===== src/bra_pkg.sv =====
// ----------------------------------------------------------------------------
// bra_pkg
// Shared types and constants for the block run allocator.
// ----------------------------------------------------------------------------
package bra_pkg;

  localparam int BLOCKS      = 256;
  localparam int BLOCK_BYTES = 32;
  localparam int WORD_W      = 8;                  // used marks per memory word
  localparam int WORDS       = BLOCKS / WORD_W;
  localparam int BADDR_W     = $clog2(BLOCKS);
  localparam int WADDR_W     = $clog2(WORDS);
  localparam int BIT_W       = $clog2(WORD_W);
  localparam int LEN_W       = 9;
  localparam int SIZE_W      = 16;
  localparam int NEED_W      = SIZE_W + 1;
  localparam int OFFSET_W    = 13;

  localparam logic FUNC_ALLOC = 1'b0;
  localparam logic FUNC_FREE  = 1'b1;

  typedef struct packed {
    logic              func;
    logic [SIZE_W-1:0] size;
    logic [7:0]        block_index;
  } req_t;

  typedef struct packed {
    logic                ok;
    logic [7:0]          start_block;
    logic [OFFSET_W-1:0] byte_offset;
    logic [LEN_W-1:0]    blocks_taken;
  } rsp_t;

  typedef struct packed {
    logic               en;
    logic [WADDR_W-1:0] addr;
    logic [WORD_W-1:0]  data;
  } used_wr_t;

  typedef struct packed {
    logic               en;
    logic [BADDR_W-1:0] addr;
    logic [LEN_W-1:0]   data;
  } len_wr_t;

endpackage


===== src/block_run_allocator.sv =====
// ----------------------------------------------------------------------------
// block_run_allocator
// First-fit allocator over a pool of equal-size blocks; allocate and free.
// ----------------------------------------------------------------------------
//  channel  ports                     handshake
//  input    start, busy, in_req       taken when start & !busy
//  result   out_strobe, out_rsp       one strobe per request, no backpressure
//
//  Allocate: issue, scan 8-block words in order until the run is found, then
//  mark each word of the run by read-modify-write. Free: fetch the run length,
//  then clear each word of the run by read-modify-write. A zero or oversize
//  allocate, a free of a non-start block and a search that finds no run end
//  with ok low. After reset a clearing pass zeroes both memories; busy stays
//  high during it. Result appears the cycle after the last write.
// ----------------------------------------------------------------------------
module block_run_allocator (
  input  logic          clk,
  input  logic          rst_n,
  input  logic          start,
  output logic          busy,
  input  bra_pkg::req_t in_req,
  output logic          out_strobe,
  output bra_pkg::rsp_t out_rsp
);
  import bra_pkg::*;

  typedef enum logic [2:0] {
    S_CLEAR, S_IDLE, S_SCAN, S_FETCH, S_RMW_RD, S_RMW_WR
  } state_t;

  state_t             state_r, state_nxt;
  logic [BADDR_W-1:0] clr_r, clr_nxt;
  logic               func_r, func_nxt;
  logic [LEN_W-1:0]   len_r, len_nxt;
  logic [LEN_W-1:0]   cnt_r, cnt_nxt;
  logic [WADDR_W-1:0] scan_w_r, scan_w_nxt;
  logic [WADDR_W-1:0] ptr_r, ptr_nxt;
  logic [BADDR_W-1:0] lo_r, lo_nxt;
  logic [BADDR_W-1:0] hi_r, hi_nxt;
  logic               out_strobe_r, out_strobe_nxt;
  rsp_t               out_rsp_r, out_rsp_nxt;

  used_wr_t           used_wr;
  logic [WADDR_W-1:0] used_rd_addr;
  logic [WORD_W-1:0]  used_rd;
  len_wr_t            len_wr;
  logic [BADDR_W-1:0] len_rd_addr;
  logic [LEN_W-1:0]   len_rd;

  logic [NEED_W-1:0]  need;
  logic [LEN_W-1:0]   scan_cnt;
  logic               scan_hit;
  logic [BIT_W-1:0]   scan_bit;
  logic [BADDR_W:0]   hit_blk;
  logic [BADDR_W:0]   free_end;
  logic [WORD_W-1:0]  mask;
  logic [BADDR_W-1:0] blk;

  bra_used_mem u_used (
    .clk     (clk),
    .wr      (used_wr),
    .rd_addr (used_rd_addr),
    .rd_data (used_rd)
  );

  bra_len_mem u_len (
    .clk     (clk),
    .wr      (len_wr),
    .rd_addr (len_rd_addr),
    .rd_data (len_rd)
  );

  assign need = ({1'b0, in_req.size} + NEED_W'(BLOCK_BYTES - 1)) / NEED_W'(BLOCK_BYTES);

  // run count across the word just read; stop at the first bit that fills it
  always_comb begin
    scan_cnt = cnt_r;
    scan_hit = 1'b0;
    scan_bit = '0;
    for (int b = 0; b < WORD_W; b++) begin
      if (!scan_hit) begin
        if (used_rd[b]) begin
          scan_cnt = '0;
        end else begin
          scan_cnt = scan_cnt + LEN_W'(1);
        end
        if (scan_cnt == len_r) begin
          scan_hit = 1'b1;
          scan_bit = BIT_W'(b);
        end
      end
    end
  end

  assign hit_blk  = {1'b0, scan_w_r, scan_bit} + (BADDR_W+1)'(1) - len_r;
  assign free_end = {1'b0, lo_r} + len_rd - (BADDR_W+1)'(1);

  // blocks of the current word that fall inside the run
  always_comb begin
    mask = '0;
    blk  = '0;
    for (int b = 0; b < WORD_W; b++) begin
      blk     = {ptr_r, BIT_W'(b)};
      mask[b] = (blk >= lo_r) && (blk <= hi_r);
    end
  end

  always_comb begin
    used_rd_addr = '0;
    len_rd_addr  = in_req.block_index;
    unique case (state_r)
      S_SCAN:   used_rd_addr = scan_w_r + WADDR_W'(1);
      S_RMW_RD: used_rd_addr = ptr_r;
      default:  used_rd_addr = '0;
    endcase
  end

  always_comb begin
    state_nxt      = state_r;
    clr_nxt        = clr_r;
    func_nxt       = func_r;
    len_nxt        = len_r;
    cnt_nxt        = cnt_r;
    scan_w_nxt     = scan_w_r;
    ptr_nxt        = ptr_r;
    lo_nxt         = lo_r;
    hi_nxt         = hi_r;
    out_strobe_nxt = 1'b0;
    out_rsp_nxt    = out_rsp_r;
    used_wr        = '0;
    len_wr         = '0;

    unique case (state_r)
      S_CLEAR: begin
        used_wr.en   = 1'b1;
        used_wr.addr = clr_r[BADDR_W-1:BIT_W];
        len_wr.en    = 1'b1;
        len_wr.addr  = clr_r;
        clr_nxt      = clr_r + BADDR_W'(1);
        if (clr_r == BADDR_W'(BLOCKS - 1)) begin
          state_nxt = S_IDLE;
        end
      end

      S_IDLE: begin
        if (start) begin
          func_nxt = in_req.func;
          if (in_req.func == FUNC_ALLOC) begin
            if (need == '0 || need > NEED_W'(BLOCKS)) begin
              out_strobe_nxt = 1'b1;
              out_rsp_nxt    = '0;
            end else begin
              len_nxt    = LEN_W'(need);
              cnt_nxt    = '0;
              scan_w_nxt = '0;
              state_nxt  = S_SCAN;
            end
          end else begin
            lo_nxt = in_req.block_index;
            if ({1'b0, in_req.block_index} >= (BADDR_W+1)'(BLOCKS)) begin
              out_strobe_nxt = 1'b1;
              out_rsp_nxt    = '0;
            end else begin
              state_nxt = S_FETCH;
            end
          end
        end
      end

      S_SCAN: begin
        if (scan_hit) begin
          lo_nxt    = hit_blk[BADDR_W-1:0];
          hi_nxt    = {scan_w_r, scan_bit};
          ptr_nxt   = hit_blk[BADDR_W-1:BIT_W];
          state_nxt = S_RMW_RD;
        end else if (scan_w_r == WADDR_W'(WORDS - 1)) begin
          out_strobe_nxt = 1'b1;
          out_rsp_nxt    = '0;
          state_nxt      = S_IDLE;
        end else begin
          cnt_nxt    = scan_cnt;
          scan_w_nxt = scan_w_r + WADDR_W'(1);
        end
      end

      S_FETCH: begin
        if (len_rd == '0) begin
          out_strobe_nxt = 1'b1;
          out_rsp_nxt    = '0;
          state_nxt      = S_IDLE;
        end else begin
          len_nxt   = len_rd;
          // a run never passes the last block
          hi_nxt    = free_end[BADDR_W] ? BADDR_W'(BLOCKS - 1) : free_end[BADDR_W-1:0];
          ptr_nxt   = lo_r[BADDR_W-1:BIT_W];
          state_nxt = S_RMW_RD;
        end
      end

      S_RMW_RD: begin
        state_nxt = S_RMW_WR;
      end

      S_RMW_WR: begin
        used_wr.en   = 1'b1;
        used_wr.addr = ptr_r;
        used_wr.data = (func_r == FUNC_FREE) ? (used_rd & ~mask) : (used_rd | mask);
        if (ptr_r == hi_r[BADDR_W-1:BIT_W]) begin
          len_wr.en                = 1'b1;
          len_wr.addr              = lo_r;
          len_wr.data              = (func_r == FUNC_FREE) ? '0 : len_r;
          out_strobe_nxt           = 1'b1;
          out_rsp_nxt.ok           = 1'b1;
          out_rsp_nxt.start_block  = lo_r;
          out_rsp_nxt.byte_offset  = OFFSET_W'(32'(lo_r) * BLOCK_BYTES);
          out_rsp_nxt.blocks_taken = len_r;
          state_nxt                = S_IDLE;
        end else begin
          ptr_nxt   = ptr_r + WADDR_W'(1);
          state_nxt = S_RMW_RD;
        end
      end

      default: state_nxt = S_IDLE;
    endcase
  end

  always_ff @(posedge clk) begin
    if (!rst_n) begin
      state_r      <= S_CLEAR;
      clr_r        <= '0;
      out_strobe_r <= 1'b0;
    end else begin
      state_r      <= state_nxt;
      clr_r        <= clr_nxt;
      out_strobe_r <= out_strobe_nxt;
    end
    func_r    <= func_nxt;
    len_r     <= len_nxt;
    cnt_r     <= cnt_nxt;
    scan_w_r  <= scan_w_nxt;
    ptr_r     <= ptr_nxt;
    lo_r      <= lo_nxt;
    hi_r      <= hi_nxt;
    out_rsp_r <= out_rsp_nxt;
  end

  assign busy       = (state_r != S_IDLE);
  assign out_strobe = out_strobe_r;
  assign out_rsp    = out_rsp_r;

endmodule


===== src/bra_used_mem.sv =====
// ----------------------------------------------------------------------------
// bra_used_mem
// Used-mark bitmap, one bit per block, packed into words. One write and one
// registered read per cycle.
// ----------------------------------------------------------------------------
module bra_used_mem (
  input  logic                          clk,
  input  bra_pkg::used_wr_t             wr,
  input  logic [bra_pkg::WADDR_W-1:0]   rd_addr,
  output logic [bra_pkg::WORD_W-1:0]    rd_data
);
  import bra_pkg::*;

  logic [WORD_W-1:0] mem [WORDS];

  always_ff @(posedge clk) begin
    if (wr.en) begin
      mem[wr.addr] <= wr.data;
    end
    rd_data <= mem[rd_addr];
  end

endmodule


===== src/bra_len_mem.sv =====
// ----------------------------------------------------------------------------
// bra_len_mem
// Run length store, one entry per block, nonzero only at the first block of
// a live run. One write and one registered read per cycle.
// ----------------------------------------------------------------------------
module bra_len_mem (
  input  logic                          clk,
  input  bra_pkg::len_wr_t              wr,
  input  logic [bra_pkg::BADDR_W-1:0]   rd_addr,
  output logic [bra_pkg::LEN_W-1:0]     rd_data
);
  import bra_pkg::*;

  logic [LEN_W-1:0] mem [BLOCKS];

  always_ff @(posedge clk) begin
    if (wr.en) begin
      mem[wr.addr] <= wr.data;
    end
    rd_data <= mem[rd_addr];
  end

endmodule

===== config.mk =====
export PLATFORM = sky130hd
export DESIGN_NAME = block_run_allocator
export DESIGN_NICKNAME = d
export VERILOG_FILES = /design/src/bra_pkg.sv /design/src/block_run_allocator.sv /design/src/bra_used_mem.sv /design/src/bra_len_mem.sv
export SDC_FILE = /design/constraint.sdc
export NUM_CORES = 2
export LEC_CHECK = 0
export BUFFER_PORTS_ARGS = -buffer_cell sky130_fd_sc_hd__buf_4
export CORE_MARGIN = 1.5
export CORE_UTILIZATION = 65
export DETAILED_ROUTE_END_ITERATION = 16
export PLACE_DENSITY = 0.81
export SKIP_LAST_GASP = 1
export SYNTH_ARGS = -nofsm -noshare
export SYNTH_HDL_FRONTEND = slang
export SYNTH_SLANG_ARGS = --single-unit

===== constraint.sdc =====
create_clock -name clk -period 22 [get_ports clk]
set_input_delay 4.4 -clock clk [delete_from_list [all_inputs] [get_ports clk]]
set_output_delay 4.4 -clock clk [all_outputs]
set_load 0.02 [all_outputs]

==> results by group <==
GRT
  • Grt met2 use: 0.6120
  • First-pass GRT wire length: around 470000 µm
  • GRT busiest layer: met2
  • Vias in the first global route: roughly 62000
  • Grt met3 use: 0.08614
  • Grt total ovfl: 0
  • Initial antenna violation count: 18
  • GR Layer Usage met1: 0.5084
  • Tot GR Track Use: 0.3891
  • Largest net degree at the start of global routing: roughly 230

CTS
  • Post-CTS sizing: 0
  • CTS buffer count: between 200 and 250
  • Worst skew pair latency: 0.94 ns
  • Sink Count: about 2700
  • Post-CTS Hold Fix Bufs: 0
  • CTS tree: done
  • Post-CTS setup buffers: 0
  • Clock-pin slew on the worst setup and hold paths: approximately 0.070 ns
  • CTS root buffer: clkbuf_16
  • CTS max path bufs: 3
  • H-tree depth: 4

Placement
  • # port buffers: 55
  • Pre-CTS WS: a little under 6 ns
  • Post-DP Area: 113000 µm²
  • Placed cells: 7694
  • Hpwl dp: roughly 170000 µm
  • RD Place Congestion: approximately 0.95

Floorplanning
  • Die area: roughly 170000 µm²
  • Core ar.: between 150000 and 200000 µm²
  • Die Span Y: slightly above 400 µm
  • Ports: just over 60
  • Starting density of the core: 0.6563
  • Die Wd: about 410 µm
  • Core Rows: 150

Yosys
  • Largest family of logic cells by synthesized area: multiplexers
  • Synth async-reset ratio: 0
  • Number of distinct library cells after synthesis: about 110
  • Simple-Gate Fraction of Synth Area: 0.04542
  • Post-synth EDFFs: roughly 2600
  • Mux contribution to synthesized area: 0.1721
  • Synth Warn #: 0
  • Mapped Area: 110100 µm²
  • Compound-Gate Fraction of Synth Area: 0.03234
  • Seq/Total Area, Yosys: 0.7206
  • Synthesized area per cell: a little under 20 µm²
  • Post-Synth XOR/XNOR Area: 0.007920
  • Post-Synth Adder-Cell Area: 0.006272
  • Synth Flop Type: edfxtp_1
  • Cells after Synth: 5670
  • Synthesized flop and latch total: 2652

Detailed routing
  • Antenna Nets Post-Route: 0
  • Routed via count: ~63000
  • Per-cell routed wire length: roughly 40 µm
  • Residual DRC: 0
  • Drt total wl: ~330000 µm
  • Vias/cell: 7.702
  • DRT iter0 DRCs: 10440
  • Pre-Repair DR Iteration Count: 8

Layout
  • Design area: approximately 120000 µm²
  • Area Growth Syn to Fin: 9.687%
  • Layout cells sized above 1: 0.2403
  • Cell Count, Final, Fillers Out: a little over 8000
  • Commonest cells after routing, fill and taps aside: edfxtp_1, mux4_2, nor2_1, nand2_1, clkbuf_16
  • Final #Nets: 5813
  • Most common cell after layout, fill and taps aside: edfxtp_1

Setup path
  • Startpoint types: register
  • Worst reg2reg startpoint: cnt_r[0]
  • Max FO, Critical Path: 15
  • Delay of the slowest critical-path stage: around 0.65 ns
  • CP Class: reg -> reg
  • CP most frequent cell: ha_1
  • Worst setup startpoint: cnt_r[0]
  • Data arrival time of the worst path: between 15 and 20 ns
  • Slowest CP cell: edfxtp_1
  • CP endpoint kind: register
  • Reg2reg path depth: 56
  • Critical path required time: 22.60 ns

STA
  • Final worst path period share: 0.7433
  • Hold slack: roughly 0.66 ns
  • Fin. Hold Viols: 0
  • Setup tns final: 0 ns
  • Period minus WS final: roughly 16 ns
  • Unrepaired setup endpoints after global routing: false
  • Setup violators final: 0
  • Final slew viol count: 0
  • Slew headroom: 0.01572
  • Worst Tran Pin Value: about 1.5 ns
  • Achievable Freq: roughly 0.061 GHz
  • Setup clock skew after layout: a little under 0.09 ns
  • Final setup margin: 5.647 ns

Power and ir drop
  • Pwr Density: about 84 nW/µm²
  • Worst vdd ir: approximately 0.000097 V
  • Leakage: about 36 nW

Worst hold path
  • Hold Path Class: reg -> reg
  • Hold Crit Depth: 2
  • Hold Path Origin: clr_r[7]

Flow run
  • Max cap viols: 0

Run status
  • Status: complete, no violations
[registers in the layout, summed over array words and instances, names as in the netlist, 8 cells and up]
| register | flops |
|---|---|
| cnt_r | 9 |
| u_used.rd_data | 8 |
| clr_r | 8 |
| len_r | 9 |
| u_used.mem | 256 |
| lo_r | 8 |
| out_rsp | 18 |
| u_len.rd_data | 9 |
| u_len.mem | 2304 |
| hi_r | 8 |
[synthesized netlist by cell type, types with 14 or more instances]
library cell     n  area share
and2_1          17     0.00097
edfxtp_1      2623        0.72
o211ai_1        21      0.0014
a22oi_1         14     0.00095
o22ai_1         16     0.00091
nand2b_1        18      0.0010
nand3_1         75      0.0034
nand2_1        260      0.0089
xnor2_1         76      0.0060
nor2b_1         17     0.00097
mux4_2         829        0.17
mux2i_1         19      0.0017
or2_2           14     0.00080
a21o_1          20      0.0014
o21ai_0        103      0.0047
xor2_1          21      0.0017
o31ai_1         15      0.0010
buf_4           19      0.0013
a211oi_1        27      0.0018
buf_1           62      0.0021
nand4_1         30      0.0017
a31oi_1         15     0.00085
a21oi_1         94      0.0043
clkbuf_1       246      0.0084
nor4_1          32      0.0018
and3_1          17     0.00097
ha_1            52      0.0059
inv_1           74      0.0025
nor3_1          71      0.0032
nor2_1         445       0.015
dfxtp_1         29      0.0053
or3_1           26      0.0015
[path summary, 6_finish.rpt]
kind                            endpoint  slack [ns]
worst min-delay path            clr_r[7]        0.66
worst max register to register  ptr_r[4]        5.65
worst max-delay path            ptr_r[4]        5.65
worst min register to register  clr_r[7]        0.66
[metal layers]
layer | vias up | wire, µm
met5 | - | 156
met4 | 22 | 24020
met3 | 1183 | 40080
met2 | 5915 | 159400
met1 | 32060 | 107400
li1 | 23550 | -
[critical path: cells and delay by family (launching register included)]
kind,cells,cell delay [ns]
flip-flops,1,0.65
multiplexers,5,1.42
XOR/XNOR,5,0.85
AO/OA/AOI/OAI,17,4.17
AND/OR/NAND/NOR,17,5.87
adder cells (fa/ha/maj),8,2.64
buffers and inverters,4,0.47
[stage by stage]
step	total power, mW	util
after global routing	10.34	0.7198
after floorplan	5.818	-
after CTS	10.16	0.7198
after global placement	5.927	0.6733
final	10.18	0.7199
after detailed placement	5.931	0.6733
[report_power, final]
part,internal (mW),switching (mW)
Sequential,5.47,0.00639
Combinational,0.150,0.214
Clock,2.32,2.02
[kinds of logic after synthesis]
| logic type | after synthesis |
|---|---|
| other | 1 |
| adders and majority gates | 54 |
| muxes | 855 |
| xor gates and xnor gates | 98 |
| buffers and inverters | 424 |
| and+or+nand+nor | 1081 |
| AOI/OAI and AO/OA | 505 |
| DFF | 2652 |
[area by class of cell]
| cell class | instances | area, µm² |
|---|---|---|
| sequential | 2652 | 79350 |
| antenna | 6 | 15.01 |
| fill | 8762 | 47000 |
| inverter | 82 | 307.8 |
| clock buffer | 279 | 6173 |
| multi-input combinational | 2598 | 29270 |
| timing repair buffer | 158 | 1300 |
| clock inverter | 165 | 1617 |
| tap | 2204 | 2758 |
Note: power is estimated with default switching activity, not from simulation.
